[config.mk]
export PLATFORM = sky130hd
export DESIGN_NAME = dpf_cell
export DESIGN_NICKNAME = d
export VERILOG_FILES = /design/src/rtl/core/dpf_pkg.sv /design/src/rtl/core/dpf_cell.sv
export SDC_FILE = /design/constraint.sdc
export NUM_CORES = 1
export LEC_CHECK = 0
export BUFFER_PORTS_ARGS = -buffer_cell sky130_fd_sc_hd__buf_2
export CAP_MARGIN = 20
export CORE_MARGIN = 1.5
export CORE_UTILIZATION = 46
export CTS_BUF_LIST = sky130_fd_sc_hd__clkbuf_8
export DETAILED_ROUTE_END_ITERATION = 6
export PLACE_DENSITY = 0.81
export RECOVER_POWER = 100
export SLEW_MARGIN = 20
export SYNTH_ARGS = -nofsm -noshare
export SYNTH_HDL_FRONTEND = slang
export SYNTH_SLANG_ARGS = --single-unit
[constraint.sdc]
create_clock -name clk -period 0.8 [get_ports clk]
set_input_delay 0.08 -clock clk [delete_from_list [all_inputs] [get_ports clk]]
set_output_delay 0.08 -clock clk [all_outputs]
set_load 0.03 [all_outputs]
[src/rtl/core/dpf_pkg.sv]
`timescale 1ns / 1ps

package dpf_pkg;

	localparam int HISTORY_DEPTH_DEFAULT = 255;

	localparam int ADDR_W      = 8;
	localparam int SEQ_W       = 8;
	localparam int VERDICT_W   = 2;
	localparam int CFG_INDEX_W = 2;
	localparam int CFG_DATA_W  = 8;

	typedef enum logic [CFG_INDEX_W-1:0] {
		REG_OWN_ADDRESS   = 2'd0,
		REG_RELAY_ADDRESS = 2'd1
	} cfg_reg_t;

	typedef enum logic [VERDICT_W-1:0] {
		VERDICT_ACCEPTED      = 2'd0,
		VERDICT_NOT_ADDRESSED = 2'd1,
		VERDICT_DUPLICATE     = 2'd2
	} verdict_t;

	typedef struct packed {
		logic [ADDR_W-1:0] src;
		logic [ADDR_W-1:0] dst;
		logic [SEQ_W-1:0]  seq;
	} entry_t;

endpackage

[src/rtl/core/dpf_cell.sv]
`timescale 1ns / 1ps

module dpf_cell (
	input  logic            clk,
	input  logic            arst_n,
	input  logic            shift_en,
	input  dpf_pkg::entry_t d,
	output dpf_pkg::entry_t q
);

	dpf_pkg::entry_t entry_q;

	always_ff @(posedge clk or negedge arst_n) begin
		if (!arst_n) begin
			entry_q <= '0;
		end else if (shift_en) begin
			entry_q <= d;
		end
	end

	assign q = entry_q;

endmodule

==> reports/results.txt <==
STA classifies the critical path endpoint as an output pin. The detailed-route vias per instance was 4.79. Setup repair after global routing could not meet its margin everywhere. The register with the most flip-flops in the layout has 24 of them. For this run, the number of Yosys warnings is 0. For the filler cell count in the final layout, the log shows 117. The total overflow left after global routing is 0. The share of the synthesized area in the top cell type came out at 60.2%. The number of max-cap violations is 0. The largest incremental delay on the critical path was 0.43 ns; the final worst slack was -0.108 ns. Hold is met by 0.0445 ns. Dividing the final minimum period by the clock period gives 114%. The count of buffers added on input and output ports is 50.

The average cell area after synthesis was 19.6 µm². The pin count of the biggest net entering global routing is 25. Setup violations remaining at the end of the flow were counted as 28. The tools report the arrival time of the worst setup path as 0.83 ns.

The tools report the combinational share of power as 25.9%. The internal power consumption was 2.49 mW; the weighted congestion at the end of routability-driven global placement was 0.623. The worst-path cell with the longest stage delay was dfrtp_2. The first global-routing pass estimated 3130 µm of wire. The setup clock skew after layout came out at 0 ns. The run finished, with violations left.

In the final design database the tool counted 133 nets. By startpoint and endpoint, the worst setup path is classified as flop to output pin. The worst register-to-register path ends at q[8]. The tools report the data required time of the worst path as 0.72 ns.

The remaining antenna violation count after routing is 0, and the count of H-tree levels built during CTS is 1. The clock reaches the later pin of the worst-skew pair after 0.26 ns. The final reports fail on negative setup slack. Based on the critical path, the design can be clocked at up to 1100 MHz.

The worst-path maximum fanout was 2; the number of DRC markers in iteration 0 was 0. The tools report the core area as 2000 µm². The sequential-to-total area share from yosys stat is 60.2%, and the instance count of the mapped netlist is 51. The number of buffers on the longest clock path is 2. The logs give 43.3% for the sequential power share and 997 µm² for the post-synthesis instance area.

The average wire length per cell after detail routing is 14.3 µm, and the detailed-router iteration count before antenna repair is 1. In this run the static leakage power is 0.748 nW. Walking the worst path, the cells encountered are buf_6. The share of post-route cells with drive strength above 1 came out at 99.0%. Of the total power, the share spent switching nets is 25.8%. Measured against its own limit, the worst slew margin works out to 78.8%.

The routed design could run at a clock period as short as 0.908 ns. The run gives 0 as the number of endpoints with negative hold slack in the final report. The floorplan die width is 49.6 µm, and the number of antenna cells inserted is 0. Global routing used 17.1% of the available tracks. Summed over all layers, the routed wires come to 1890 µm. After clock tree synthesis, the clock-pin slew on the worst setup and hold paths is 0.08 ns. The capture endpoint of the worst hold path is q[5]. The tools report the startpoint class of the critical path as a flop. The count of different cell masters after synthesis came out at 5. TritonCTS built the clock tree. In the routed design, unresolved DRC markers number 0.

The cell type contributing the most total cell area after synthesis is dfrtp_1. Counting every sink on the clock net gives 24. Summing all multi-input logic gate instances after layout gives 349 µm².

The worst hold path was traced through 2 stages. At the pin with the least slew margin, the transition time is 0.318 ns. The kind of cell with the highest combined delay on the critical path was flip-flops. Synthesis produced a netlist with a net count of 78. In this run the core area contains 16 standard-cell rows. The tools report the net switching power of the design as 864 µW. The final-report max-slew violation count came out at 0. The HPWL after detailed placement is 1300 µm.

CTS root buffer: clkbuf_8. The launch point of the worst reg-to-reg path is q[8]. The number of stages on the worst setup path came out at 1.

The flip-flop and latch count after synthesis came out at 24. The logs give -0.01 ns for the register-to-register setup slack and 631 µm² for the area taken by flip-flops and latches. The I/O pin count is 51. The logs give 632 for the total via count after detailed routing and 2460 µm² for the overall die area.

The die is 49.6 µm tall. The tools report the number of antenna violations at the first check in global routing as 0. Critical hold path startpoint: d[5].

IR analysis of the VDD net gives a maximum drop of 1.70 mV. The clock share of power is 30.7%. Ranked by total cell area, the synthesized netlist is headed by dfrtp_1 60%, mux2_4 30%, mux2_2 4.5%. The run gives 3 as the number of clock buffers inserted by TritonCTS. The min-delay analysis places its worst path in the category input port to flop. Overall power consumption after layout is estimated at 3.35 mW. The count of buffer and inverter cells on the critical path came out at 1.

The relative area change from synthesis to final layout was 54.2%. The worst-case reg-to-reg path depth is 1. Once the floorplan was initialized, standard cells occupied 49.8% of the core.

The via count of the first global-routing pass is 624. Power density of the placed cells: 2180 nW/µm².
Yosys cell counts:
library cell	number
buf_12	2
buf_6	1
dfrtp_1	24
mux2_2	4
mux2_4	20
worst max-delay path by stage:
stage | slack, ns | start | to
3_5_place_dp | -0.07 | shift_en | q[8]
5_1_grt | -0.14 | q[0] | q[0]
3_3_place_gp | -0.05 | shift_en | q[9]
4_1_cts | -0.11 | q[8] | q[8]
6_report | -0.11 | q[19] | q[19]
2_1_floorplan | -0.05 | q[0] | q[0]
layout by cell type (no fill, tap or decap), drive strengths merged:
master	instances
clkbuf	4
buf	51
bufinv	1
mux2	24
dfrtp	24
dlygate4sd3	1
metal layers:
metal | GRT usage, % | share of wire (%) | vias up
met5 | 0 | 0 | -
met4 | 5.56 | 0.95 | 0
met3 | 4.55 | 8.3 | 2
met2 | 27.1 | 49 | 33
met1 | 22.9 | 42 | 312
li1 | - | - | 285
kinds of logic (layout without fill, tap and decap cells):
| logic type | after synthesis | in the layout | share of synthesized area, % |
|---|---|---|---|
| buffers and inverters | 3 | 57 | 5.14 |
| muxes | 24 | 24 | 34.6 |
| DFF | 24 | 24 | 60.2 |
stage by stage:
stage	utilization [%]	TNS (ns)	cell area, µm²	std cells	setup WS [ns]
global placement	64.9	-0.645	1300	127	-0.0451
floorplan	-	-1.26	1030	51	-0.0539
global route	76.8	-3.18	1540	132	-0.137
finish	76.8	-2.30	1540	132	-0.108
detailed placement	64.9	-0.947	1300	127	-0.0662
CTS	76.5	-2.38	1530	132	-0.113
power by group through the flow:
stage	clock [mW]	sequential, mW	combinational (mW)
floorplan	0	1.69	0.238
global placement	0	1.44	0.706
detailed placement	0	1.44	0.721
CTS	1.05	1.45	0.871
global route	1.11	1.47	0.909
finish	1.03	1.45	0.869
layout make-up:
| class | count | share of cell area, % |
|---|---|---|
| clock buffers | 3 | 2.69 |
| repair buffers | 53 | 29.5 |
| well taps | 27 | 2.20 |
| flip-flops and latches | 24 | 41.0 |
| multi-input cells | 24 | 22.7 |
| clock inverters | 1 | 1.95 |
what timing repair did:
item,in CTS,in global routing
resized for setup,48,2
hold buffers,1,0
endpoints found under the setup margin,25,69
setup buffers,0,0
endpoints found under the hold margin,24,0
Note: power is estimated with default switching activity, not from simulation.
